<file path="config.mk">
export PLATFORM = sky130hd
export DESIGN_NAME = midpoint_ellipse_rasterizer
export DESIGN_NICKNAME = d
export VERILOG_FILES = /design/src/sv/mer_pkg.sv /design/src/sv/midpoint_ellipse_rasterizer.sv /design/src/sv/mer_ctrl.sv /design/src/sv/mer_datapath.sv
export SDC_FILE = /design/constraint.sdc
export NUM_CORES = 2
export LEC_CHECK = 0
export ABC_CLOCK_PERIOD_IN_PS = 10000
export BUFFER_PORTS_ARGS = -buffer_cell sky130_fd_sc_hd__buf_2
export CAP_MARGIN = 30
export CORE_UTILIZATION = 60
export DETAILED_ROUTE_END_ITERATION = 7
export PLACE_DENSITY_LB_ADDON = 0.05
export SLEW_MARGIN = 20
export SYNTH_ARGS = -nofsm -noshare
export SYNTH_HDL_FRONTEND = slang
export SYNTH_SLANG_ARGS = --single-unit
export TNS_END_PERCENT = 30
</file>
<file path="constraint.sdc">
create_clock -name clk -period 10 [get_ports clk]
set_input_delay 0.5 -clock clk [delete_from_list [all_inputs] [get_ports clk]]
set_output_delay 0.5 -clock clk [all_outputs]
set_load 0.01 [all_outputs]
</file>
<file path="src/sv/mer_pkg.sv">
// ----------------------------------------------------------------------------
// mer_pkg
// Shared codes and the command and status bundles that pass between the
// ellipse rasterizer controller and its datapath.
// ----------------------------------------------------------------------------
package mer_pkg;

  // action field of an input item
  localparam logic ACT_START = 1'b0;
  localparam logic ACT_STEP  = 1'b1;

  // operand pair for the shared multiplier
  typedef enum logic [3:0] {
    MUL_AA   = 4'd0,  // a * a
    MUL_BB   = 4'd1,  // b * b
    MUL_RXB  = 4'd2,  // a^2 * b
    MUL_P1   = 4'd3,  // b^2 * (x + 1)
    MUL_P2   = 4'd4,  // a^2 * (2y - 1)
    MUL_TT   = 4'd5,  // (2x + 1)^2
    MUL_UU   = 4'd6,  // (y - 1)^2
    MUL_RYT  = 4'd7,  // b^2 * tmp
    MUL_RXU  = 4'd8,  // a^2 * tmp
    MUL_RXRY = 4'd9   // a^2 * b^2
  } mul_sel_t;

  // update applied to the decision register
  typedef enum logic [2:0] {
    DEC_HOLD  = 3'd0,
    DEC_INIT  = 3'd1,
    DEC_MOVE1 = 3'd2,
    DEC_MOVE2 = 3'd3,
    DEC_LOADP = 3'd4,
    DEC_ADD4P = 3'd5,
    DEC_SUB4P = 3'd6
  } dec_op_t;

  typedef struct packed {
    mul_sel_t mul_sel;
    dec_op_t  dec_op;
    logic     load_start;
    logic     ld_rxsq;
    logic     ld_rysq;
    logic     ld_p1;
    logic     ld_p2;
    logic     ld_tmp;
    logic     emit;
  } cmd_t;

  typedef struct packed {
    logic lt;        // 2 * p1 < p2, still in region one
    logic y_zero;    // current y offset is zero
    logic out_free;  // output register can take a new item
  } status_t;

endpackage

</file>
<file path="src/sv/midpoint_ellipse_rasterizer.sv">
// ----------------------------------------------------------------------------
// midpoint_ellipse_rasterizer
// First-quadrant midpoint ellipse rasterizer, one point per step item.
// ----------------------------------------------------------------------------
// Input channel (step_valid / step_stall): an item with action start loads
// the center and both radii and yields the point (0, radius_y); an item
// with action step yields the next point of the arc. The point with
// offset_y zero carries last_point; later step items yield nothing.
// Output channel (plot_valid / plot_stall): one registered item per point.
// All products go through one shared registered multiplier, which sets the
// rate. A new item is taken only in idle, once the last one has gone to the
// output register. A start item walks SQA, SQB, RXB, DINIT and EMIT; a step
// walks P1, P2, CMP, MOVE1 or MOVE2 and EMIT, and the step that enters region
// two runs TSQ, USQ, RYT, RXU, RXRY and DFIN before MOVE2. A step after the
// arc has ended yields nothing. plot_valid is registered from EMIT.
// A result waits in the output register while the receiver stalls; the
// next item is accepted meanwhile and stops only when its own result is
// ready and the output register is still full.
// Reset (rst, synchronous) returns to idle with no arc running and clears
// plot_valid.
// ----------------------------------------------------------------------------
module midpoint_ellipse_rasterizer #(
  parameter int RADIUS_BITS = 11,
  parameter int COORD_BITS  = 16
) (
  input  logic                          clk,
  input  logic                          rst,
  input  logic                          step_valid,
  output logic                          step_stall,
  input  logic                          action,
  input  logic signed [COORD_BITS-1:0]  center_x,
  input  logic signed [COORD_BITS-1:0]  center_y,
  input  logic        [RADIUS_BITS-1:0] radius_x,
  input  logic        [RADIUS_BITS-1:0] radius_y,
  output logic                          plot_valid,
  input  logic                          plot_stall,
  output logic signed [COORD_BITS-1:0]  plot_center_x,
  output logic signed [COORD_BITS-1:0]  plot_center_y,
  output logic        [RADIUS_BITS-1:0] offset_x,
  output logic        [RADIUS_BITS-1:0] offset_y,
  output logic                          last_point
);

  mer_pkg::cmd_t    cmd;
  mer_pkg::status_t status;

  mer_ctrl u_ctrl (
    .clk        (clk),
    .rst        (rst),
    .step_valid (step_valid),
    .action     (action),
    .status     (status),
    .step_stall (step_stall),
    .cmd        (cmd)
  );

  mer_datapath #(
    .RADIUS_BITS (RADIUS_BITS),
    .COORD_BITS  (COORD_BITS)
  ) u_datapath (
    .clk           (clk),
    .rst           (rst),
    .cmd           (cmd),
    .status        (status),
    .center_x      (center_x),
    .center_y      (center_y),
    .radius_x      (radius_x),
    .radius_y      (radius_y),
    .plot_stall    (plot_stall),
    .plot_valid    (plot_valid),
    .plot_center_x (plot_center_x),
    .plot_center_y (plot_center_y),
    .offset_x      (offset_x),
    .offset_y      (offset_y),
    .last_point    (last_point)
  );

endmodule

</file>
<file path="src/sv/mer_ctrl.sv">
// ----------------------------------------------------------------------------
// mer_ctrl
// Sequencer for the ellipse rasterizer: accepts items, walks the shared
// multiplier through each item's products and hands results to the output.
// ----------------------------------------------------------------------------
module mer_ctrl (
  input  logic              clk,
  input  logic              rst,
  input  logic              step_valid,
  input  logic              action,
  input  mer_pkg::status_t  status,
  output logic              step_stall,
  output mer_pkg::cmd_t     cmd
);

  typedef enum logic [16:0] {
    ST_IDLE  = 17'h00001,
    ST_SQA   = 17'h00002,
    ST_SQB   = 17'h00004,
    ST_RXB   = 17'h00008,
    ST_DINIT = 17'h00010,
    ST_P1    = 17'h00020,
    ST_P2    = 17'h00040,
    ST_CMP   = 17'h00080,
    ST_MOVE1 = 17'h00100,
    ST_MOVE2 = 17'h00200,
    ST_TSQ   = 17'h00400,
    ST_USQ   = 17'h00800,
    ST_RYT   = 17'h01000,
    ST_RXU   = 17'h02000,
    ST_RXRY  = 17'h04000,
    ST_DFIN  = 17'h08000,
    ST_EMIT  = 17'h10000
  } state_t;

  state_t state, state_next;
  logic   busy, busy_next;
  logic   region_two, region_two_next;

  assign step_stall = (state != ST_IDLE);

  always_comb begin
    state_next      = state;
    busy_next       = busy;
    region_two_next = region_two;
    cmd.mul_sel     = mer_pkg::MUL_AA;
    cmd.dec_op      = mer_pkg::DEC_HOLD;
    cmd.load_start  = 1'b0;
    cmd.ld_rxsq     = 1'b0;
    cmd.ld_rysq     = 1'b0;
    cmd.ld_p1       = 1'b0;
    cmd.ld_p2       = 1'b0;
    cmd.ld_tmp      = 1'b0;
    cmd.emit        = 1'b0;
    unique case (state)
      ST_IDLE: begin
        if (step_valid) begin
          if (action == mer_pkg::ACT_START) begin
            cmd.load_start  = 1'b1;
            region_two_next = 1'b0;
            state_next      = ST_SQA;
          end else if (busy) begin
            state_next = ST_P1;
          end
        end
      end
      ST_SQA: begin
        cmd.mul_sel = mer_pkg::MUL_AA;
        state_next  = ST_SQB;
      end
      ST_SQB: begin
        cmd.mul_sel = mer_pkg::MUL_BB;
        cmd.ld_rxsq = 1'b1;
        state_next  = ST_RXB;
      end
      ST_RXB: begin
        cmd.mul_sel = mer_pkg::MUL_RXB;
        cmd.ld_rysq = 1'b1;
        state_next  = ST_DINIT;
      end
      ST_DINIT: begin
        cmd.dec_op = mer_pkg::DEC_INIT;
        state_next = ST_EMIT;
      end
      ST_P1: begin
        cmd.mul_sel = mer_pkg::MUL_P1;
        state_next  = ST_P2;
      end
      ST_P2: begin
        cmd.mul_sel = mer_pkg::MUL_P2;
        cmd.ld_p1   = 1'b1;
        state_next  = ST_CMP;
      end
      ST_CMP: begin
        cmd.ld_p2 = 1'b1;
        priority if (region_two) begin
          state_next = ST_MOVE2;
        end else if (status.lt) begin
          state_next = ST_MOVE1;
        end else begin
          region_two_next = 1'b1;
          state_next      = ST_TSQ;
        end
      end
      ST_MOVE1: begin
        cmd.dec_op = mer_pkg::DEC_MOVE1;
        state_next = ST_EMIT;
      end
      ST_MOVE2: begin
        cmd.dec_op = mer_pkg::DEC_MOVE2;
        state_next = ST_EMIT;
      end
      // region two starting value, one product per cycle
      ST_TSQ: begin
        cmd.mul_sel = mer_pkg::MUL_TT;
        state_next  = ST_USQ;
      end
      ST_USQ: begin
        cmd.mul_sel = mer_pkg::MUL_UU;
        cmd.ld_tmp  = 1'b1;
        state_next  = ST_RYT;
      end
      ST_RYT: begin
        cmd.mul_sel = mer_pkg::MUL_RYT;
        cmd.ld_tmp  = 1'b1;
        state_next  = ST_RXU;
      end
      ST_RXU: begin
        cmd.mul_sel = mer_pkg::MUL_RXU;
        cmd.dec_op  = mer_pkg::DEC_LOADP;
        state_next  = ST_RXRY;
      end
      ST_RXRY: begin
        cmd.mul_sel = mer_pkg::MUL_RXRY;
        cmd.dec_op  = mer_pkg::DEC_ADD4P;
        state_next  = ST_DFIN;
      end
      ST_DFIN: begin
        cmd.dec_op = mer_pkg::DEC_SUB4P;
        state_next = ST_MOVE2;
      end
      ST_EMIT: begin
        if (status.out_free) begin
          cmd.emit   = 1'b1;
          busy_next  = !status.y_zero;
          state_next = ST_IDLE;
        end
      end
      default: begin
        state_next = ST_IDLE;
      end
    endcase
  end

  always_ff @(posedge clk) begin
    if (rst) begin
      state      <= ST_IDLE;
      busy       <= 1'b0;
      region_two <= 1'b0;
    end else begin
      state      <= state_next;
      busy       <= busy_next;
      region_two <= region_two_next;
    end
  end

endmodule

</file>
<file path="src/sv/mer_datapath.sv">
// ----------------------------------------------------------------------------
// mer_datapath
// Arc registers, squared radii, decision variable, one shared registered
// multiplier and the output register of the ellipse rasterizer.
// ----------------------------------------------------------------------------
module mer_datapath #(
  parameter int RADIUS_BITS = 11,
  parameter int COORD_BITS  = 16
) (
  input  logic                          clk,
  input  logic                          rst,
  input  mer_pkg::cmd_t                 cmd,
  output mer_pkg::status_t              status,
  input  logic signed [COORD_BITS-1:0]  center_x,
  input  logic signed [COORD_BITS-1:0]  center_y,
  input  logic        [RADIUS_BITS-1:0] radius_x,
  input  logic        [RADIUS_BITS-1:0] radius_y,
  input  logic                          plot_stall,
  output logic                          plot_valid,
  output logic signed [COORD_BITS-1:0]  plot_center_x,
  output logic signed [COORD_BITS-1:0]  plot_center_y,
  output logic        [RADIUS_BITS-1:0] offset_x,
  output logic        [RADIUS_BITS-1:0] offset_y,
  output logic                          last_point
);

  localparam int RB  = RADIUS_BITS;
  localparam int SQ  = 2 * RB;       // squared radius
  localparam int MA  = SQ;           // multiplier operand a
  localparam int MB  = SQ + 2;       // multiplier operand b
  localparam int PW  = MA + MB;      // product
  localparam int P1W = 3 * RB + 1;   // b^2 (x+1) and a^2 (2y-1)
  localparam int DW  = 4 * RB + 4;   // decision, two's complement

  logic        [RB-1:0]         cur_x, cur_y, rad_x;
  logic        [SQ-1:0]         rxsq, rysq;
  logic signed [COORD_BITS-1:0] held_x, held_y;
  logic        [DW-1:0]         decision;
  logic        [PW-1:0]         prod;
  logic        [P1W-1:0]        p1, p2;
  logic        [MB-1:0]         tmp;

  logic [RB:0]     x_inc, y_twice_m1, t_val;
  logic [RB-1:0]   u_val;
  logic [MA-1:0]   mul_a;
  logic [MB-1:0]   mul_b;
  logic [PW-1:0]   mul_p;
  logic [DW-1:0]   xa4, ym4, ya4, p1x8, init_val, prod4;
  logic            dec_neg;
  logic            x_full;

  assign x_inc      = {1'b0, cur_x} + (RB+1)'(1);
  assign y_twice_m1 = {cur_y, 1'b0} - (RB+1)'(1);
  assign t_val      = {cur_x, 1'b1};
  assign u_val      = cur_y - RB'(1);
  assign x_full     = (cur_x == {RB{1'b1}});
  assign dec_neg    = decision[DW-1];

  always_comb begin
    unique case (cmd.mul_sel)
      mer_pkg::MUL_AA: begin
        mul_a = MA'(rad_x);
        mul_b = MB'(rad_x);
      end
      mer_pkg::MUL_BB: begin
        mul_a = MA'(cur_y);
        mul_b = MB'(cur_y);
      end
      mer_pkg::MUL_RXB: begin
        mul_a = rxsq;
        mul_b = MB'(cur_y);
      end
      mer_pkg::MUL_P1: begin
        mul_a = rysq;
        mul_b = MB'(x_inc);
      end
      mer_pkg::MUL_P2: begin
        mul_a = rxsq;
        mul_b = MB'(y_twice_m1);
      end
      mer_pkg::MUL_TT: begin
        mul_a = MA'(t_val);
        mul_b = MB'(t_val);
      end
      mer_pkg::MUL_UU: begin
        mul_a = MA'(u_val);
        mul_b = MB'(u_val);
      end
      mer_pkg::MUL_RYT: begin
        mul_a = rysq;
        mul_b = tmp;
      end
      mer_pkg::MUL_RXU: begin
        mul_a = rxsq;
        mul_b = tmp;
      end
      mer_pkg::MUL_RXRY: begin
        mul_a = rxsq;
        mul_b = MB'(rysq);
      end
      default: begin
        mul_a = '0;
        mul_b = '0;
      end
    endcase
  end

  assign mul_p = PW'(mul_a) * PW'(mul_b);

  // decision increments and starting values, all scaled by four
  assign xa4      = (DW'(p1) << 3) + (DW'(rysq) << 2);
  assign ym4      = (DW'(rxsq) - DW'(p2)) << 2;
  assign ya4      = ((DW'(rxsq) << 1) - DW'(p2)) << 2;
  assign p1x8     = DW'(p1) << 3;
  assign init_val = (DW'(rysq) << 2) - (DW'(prod) << 2) + DW'(rxsq);
  assign prod4    = DW'(prod) << 2;

  assign status.lt       = ({p1, 1'b0} < {1'b0, prod[P1W-1:0]});
  assign status.y_zero   = (cur_y == '0);
  assign status.out_free = !plot_valid || !plot_stall;

  always_ff @(posedge clk) begin
    prod <= mul_p;
    if (cmd.ld_rxsq) begin
      rxsq <= prod[SQ-1:0];
    end
    if (cmd.ld_rysq) begin
      rysq <= prod[SQ-1:0];
    end
    if (cmd.ld_p1) begin
      p1 <= prod[P1W-1:0];
    end
    if (cmd.ld_p2) begin
      p2 <= prod[P1W-1:0];
    end
    if (cmd.ld_tmp) begin
      tmp <= prod[MB-1:0];
    end
    if (cmd.load_start) begin
      held_x <= center_x;
      held_y <= center_y;
      rad_x  <= radius_x;
      cur_x  <= '0;
      cur_y  <= radius_y;
    end
    unique case (cmd.dec_op)
      mer_pkg::DEC_HOLD: begin
      end
      mer_pkg::DEC_INIT: begin
        decision <= init_val;
      end
      mer_pkg::DEC_MOVE1: begin
        if (dec_neg) begin
          decision <= decision + xa4;
        end else begin
          decision <= decision + xa4 + ym4;
          cur_y    <= cur_y - RB'(1);
        end
        if (!x_full) begin
          cur_x <= cur_x + RB'(1);
        end
      end
      mer_pkg::DEC_MOVE2: begin
        if (dec_neg) begin
          decision <= decision + p1x8 + ya4;
          if (!x_full) begin
            cur_x <= cur_x + RB'(1);
          end
        end else begin
          decision <= decision + ya4;
        end
        cur_y <= cur_y - RB'(1);
      end
      mer_pkg::DEC_LOADP: begin
        decision <= DW'(prod);
      end
      mer_pkg::DEC_ADD4P: begin
        decision <= decision + prod4;
      end
      mer_pkg::DEC_SUB4P: begin
        decision <= decision - prod4;
      end
      default: begin
      end
    endcase
  end

  // output register, holds while the receiver stalls
  always_ff @(posedge clk) begin
    if (rst) begin
      plot_valid <= 1'b0;
    end else if (cmd.emit) begin
      plot_valid <= 1'b1;
    end else if (!plot_stall) begin
      plot_valid <= 1'b0;
    end
  end

  always_ff @(posedge clk) begin
    if (cmd.emit) begin
      plot_center_x <= held_x;
      plot_center_y <= held_y;
      offset_x      <= cur_x;
      offset_y      <= cur_y;
      last_point    <= (cur_y == '0);
    end
  end

endmodule

</file>
==> reports/results.env <==
LEAKAGEPOWER_nW=25.45
BUFFERS_PLUS_INVERTERS_ON_THE_WORST_SETUP_PATH=1
LAYOUTNONFILLERINSTCOUNT=7152
PLACE_INST=7067
GRT_FIRST_PASS_WIRELENGTH_UM=260600
DPL-INSTANCE-AREA_UM2=53370
INITIAL_UTIL_PCT=60.76
CP_NUM_CELLS=38
YOSYS.CELL_COUNT.TOP_TYPE='sky130_fd_sc_hd__inv_1'
OUTCOME='finished clean'
TIMING.FINAL.WS_SETUP_PS=178.1
CRIT_PATH_MAX_FANOUT=5
DETAIL-ROUTE-ANTENNA-NETS=0
DP_HPWL_UM=141100
P_SW_SHARE_PCT=41.38
ASYNC_FLOP_SHARE_PCT=0
POST_SYNTH_INSTANCE_AREA_UM2=51010
CRIT_PATH_END='u_datapath.decision[47]'
VDD_DROP_MAX_V=0.0002944
GRT_USE_TOTAL_PCT=40.14
WORST_PATH_LARGEST_CELL_DELAY_PS=520
TOTAL_POWER_mW=7.285
WORST-ENDPOINT-REQUIRED_PS=10300
YOSYS_MOST_USED_DFF='sky130_fd_sc_hd__edfxtp_1'
FINISHED_LAYOUT_CELL_AREA_UM2=54940
SYN-INSTANCE-COUNT=5877
MAXSLEWVIOLCOUNT=0
WORST_CLOCK_SKEW_PS=65.68
CRITPATHKIND='reg2reg'
OVERFLOW_LEFT_AFTER_GLOBAL_ROUTING=0
NUMBER_OF_ANTENNA_VIOLATIONS_AT_THE_FIRST_CHECK_IN_GLOBAL_ROUTING=4
CTS-HOLD-FIX-BUFFERS=0
INTERNAL-POWER_mW=4.270
SEQUENTIALPOWERSHARE_PCT=28.0
TIMING.SETUP.TNS_PS=0
CLKPWRFRAC_PCT=21.4
LARGEST_NET_DEGREE_AT_THE_START_OF_GLOBAL_ROUTING=58
LAYOUT.CORE_UTILIZATION_PCT=65.44
DESIGN.DIE.AREA_UM2=86190
BUFS_ON_LONGEST_CLOCK_PATH=3
YS_TOP_CELLS_BY_COUNT='sky130_fd_sc_hd__inv_1 (861), sky130_fd_sc_hd__nand2_1 (628), sky130_fd_sc_hd__fa_1 (508)'
FINAL_LAYOUT_SIZE_SUFFIX_GT1_SHARE_PCT=7.048
SETUP.REG_TO_REG.WORST_SLACK_PS=180
TIMING.MAX_CAP.VIOLATIONS=0
LAYOUT_WORST_PATH_CYCLE_SHARE_PCT=98.22
INITIALDRTVIOLATIONCOUNT=5654
POWER-PER-CELL-AREA_nW_PER_UM2=132.6
TRITONCTS='yes'
ROUTE.DETAILED.VIAS_PER_INST=6.268
SYNTH_TOP_CELLS_BY_AREA='sky130_fd_sc_hd__fa_1 (20%), sky130_fd_sc_hd__edfxtp_1 (16%), sky130_fd_sc_hd__ha_1 (12%), sky130_fd_sc_hd__inv_1 (6.3%), sky130_fd_sc_hd__xnor2_1 (5.0%)'
WIRE_PER_INST_UM=24.26
BOUNDARYPINS=116
SYNTH_AREA_PER_CELL_UM2=8.680
YS_WARN_COUNT=0
WORST_R2R_PATH_DEPTH=38
SETUP.WORST_PATH.START='u_datapath.rysq[1]'
DRC_ERRORS=0
GP_ROUTABILITY_CONGESTION=1.041
PROPORTION_OF_POWER_DRAWN_BY_COMBINATIONAL_GATES_PCT=50.6
TIMING.RR.START='u_datapath.rysq[1]'
COUNT_OF_FINAL_SETUP_VIOLATORS=0
TIMING.HOLD.WORST.CLASS='in2reg'
NUMBER_OF_SYNTHESIZED_FLOPS_WITH_AN_ENABLE_PIN=280
STARTPOINT_TYPE='flip-flop'
CP_TOP_FAMILY='compound AO/OA/AOI/OAI gates'
FILLCELLCOUNT=7255
SYNTHESIZED_NETLIST_NET_COUNT=6947
FINAL_NET_COUNT=7054
DIE_HEIGHT_UM=293.6
RELSLEWSLACK_PCT=16.32
CTS-ROOT-BUF='sky130_fd_sc_hd__clkbuf_16'
CTS_NUM_SINKS=368
DRT_PASS1_ITERATIONS=7
CP.ARRIVAL_PS=10120
WORST_R2R_ENDPOINT='u_datapath.decision[47]'
POSTSYNTHREGISTERBITS=368
CTS.REPORTEDPATHS.CLKPINSLEW_PS=70
BUFFER_PORTS.INSERTED=115
WHS_PS=85.34
F_MAX_MHz=101.8
CRITICAL-PATH-TOP-CELL-BY-COUNT='sky130_fd_sc_hd__a21oi_1'
CTS_INSERTED_BUFFERS=40
ROUTE.FINAL.WIRE_LENGTH_UM=173500
GRT_PASS1_VIAS=43820
WORST_SKEW_PAIR.LATE_LATENCY_PS=590
SYNTH_AREA_LEADER_CELL='sky130_fd_sc_hd__fa_1'
H-TREE-DEPTH=2
MAX_SLEW.WORST_PIN.SLEW_PS=1255
CORE_AREA_UM2=83950
PERIOD_MINUS_SLACK_PS=9822
YOSYSTOPAREACELLSHARE_PCT=19.94
SWITCHING_POWER_mW=3.014
WORSTSETUPENDPOINTTYPE='flip-flop'
AREA_GROWTH_PCT=7.704
YOSYS.CELL_TYPES.COUNT=95
CORE.ROWCOUNT=106
POST-PLACE-WS_PS=-97.66
FINALHOLDVIOLCOUNT=0
SYNTH_SEQ_AREA_SHARE_PCT=19.94
CRITICAL_PATH.SLOWEST_CELL='sky130_fd_sc_hd__edfxtp_1'
DIE-WIDTH_UM=293.6
ROUTED-VIA-COUNT=44830
-- worst reg2reg max path, delay by kind of cell (launching register included) --
| family | cells | cell delay, ps |
|---|---|---|
| xor+xnor | 3 | 570 |
| buf+inv | 1 | 170 |
| fa+ha+maj | 4 | 1310 |
| compound gates | 23 | 5650 |
| flops | 1 | 520 |
| simple gates | 6 | 1200 |
| mux | 1 | 110 |
-- kinds of logic (layout without fill, tap and decap cells) --
group           Yosys count  in the layout  synth area share [%]
other cells               0              2                     0
flops                   368            368                 19.94
fa+ha+maj              1011           1011                 32.27
simple gates           1642           1642                 14.78
buf+inv                1064           1203                 7.896
xor+xnor                435            435                 7.469
compound gates         1345           1345                 17.40
mux                      12             12                0.2404
-- final cells by class --
type	count	area, um2	share of cell area (%)
Antenna cell	2	5.005	0.009109
Clock buffer	54	1107	2.015
Timing Repair Buffer	267	1760	3.204
Sequential cell	368	10170	18.51
Inverter	862	3236	5.889
Tap cell	1134	1419	2.582
Multi-Input combinational cell	4445	36980	67.31
Clock inverter	20	262.8	0.4782
-- worst min-delay path by stage --
stage | from | to | cells after the start
6_report | radius_x[0] | u_datapath.rad_x[0] | 1
3_3_place_gp | u_datapath.held_y[10] | u_datapath.plot_center_y[10] | 0
4_1_cts | radius_x[0] | u_datapath.rad_x[0] | 1
3_5_place_dp | u_datapath.held_x[10] | u_datapath.plot_center_x[10] | 0
5_1_grt | center_x[9] | u_datapath.held_x[9] | 1
2_1_floorplan | u_datapath.held_x[0] | u_datapath.plot_center_x[0] | 0
-- repair_timing --
action / in CTS / in global routing
gates resized for setup: 4 / 33
setup endpoints to repair: 2 / 9
buffers inserted: 0 / 6
pin swaps: 0 / 5
-- power groups by stage --
stage	clock [mW]	combinational, mW	sequential (mW)
2_1_floorplan	0	2.66	1.99
3_3_place_gp	0	3.49	2.06
3_5_place_dp	0	3.56	2.06
4_1_cts	1.57	3.59	2.03
5_1_grt	1.62	4.06	2.04
6_report	1.56	3.68	2.04
-- registers in the layout, summed over array words and instances, names as in the netlist, 16 cells and up --
name	cells
u_datapath.prod	46
u_datapath.p1	34
u_datapath.p2	34
u_datapath.rxsq	22
u_datapath.held_y	16
u_datapath.plot_center_y	16
u_datapath.decision	46
u_datapath.tmp	24
u_datapath.held_x	16
u_datapath.rysq	22
u_ctrl.state	17
u_datapath.plot_center_x	16
-- placed cells by master, fill, tap and decap left out, types with 116 or more instances in the layout --
master,Yosys,layout
sky130_fd_sc_hd__inv_1,861,859
sky130_fd_sc_hd__nand2_1,628,626
sky130_fd_sc_hd__fa_1,508,508
sky130_fd_sc_hd__ha_1,503,503
sky130_fd_sc_hd__nor2_1,440,438
sky130_fd_sc_hd__a21oi_1,378,377
sky130_fd_sc_hd__xnor2_1,289,288
sky130_fd_sc_hd__edfxtp_1,280,280
sky130_fd_sc_hd__o21ai_0,240,237
sky130_fd_sc_hd__a21o_1,180,180
sky130_fd_sc_hd__xor2_1,146,146
sky130_fd_sc_hd__buf_4,0,143
sky130_fd_sc_hd__buf_2,21,116
-- layer usage --
metal | track usage [%] | share of wire [%] | vias up
li1 | - | - | 20210
met1 | 56.20 | 41 | 21800
met2 | 60.98 | 43 | 2427
met3 | 9.252 | 12 | 396
met4 | 14.06 | 3.9 | 4
met5 | 0 | 0.014 | -
(Power assumes the default switching activity.)
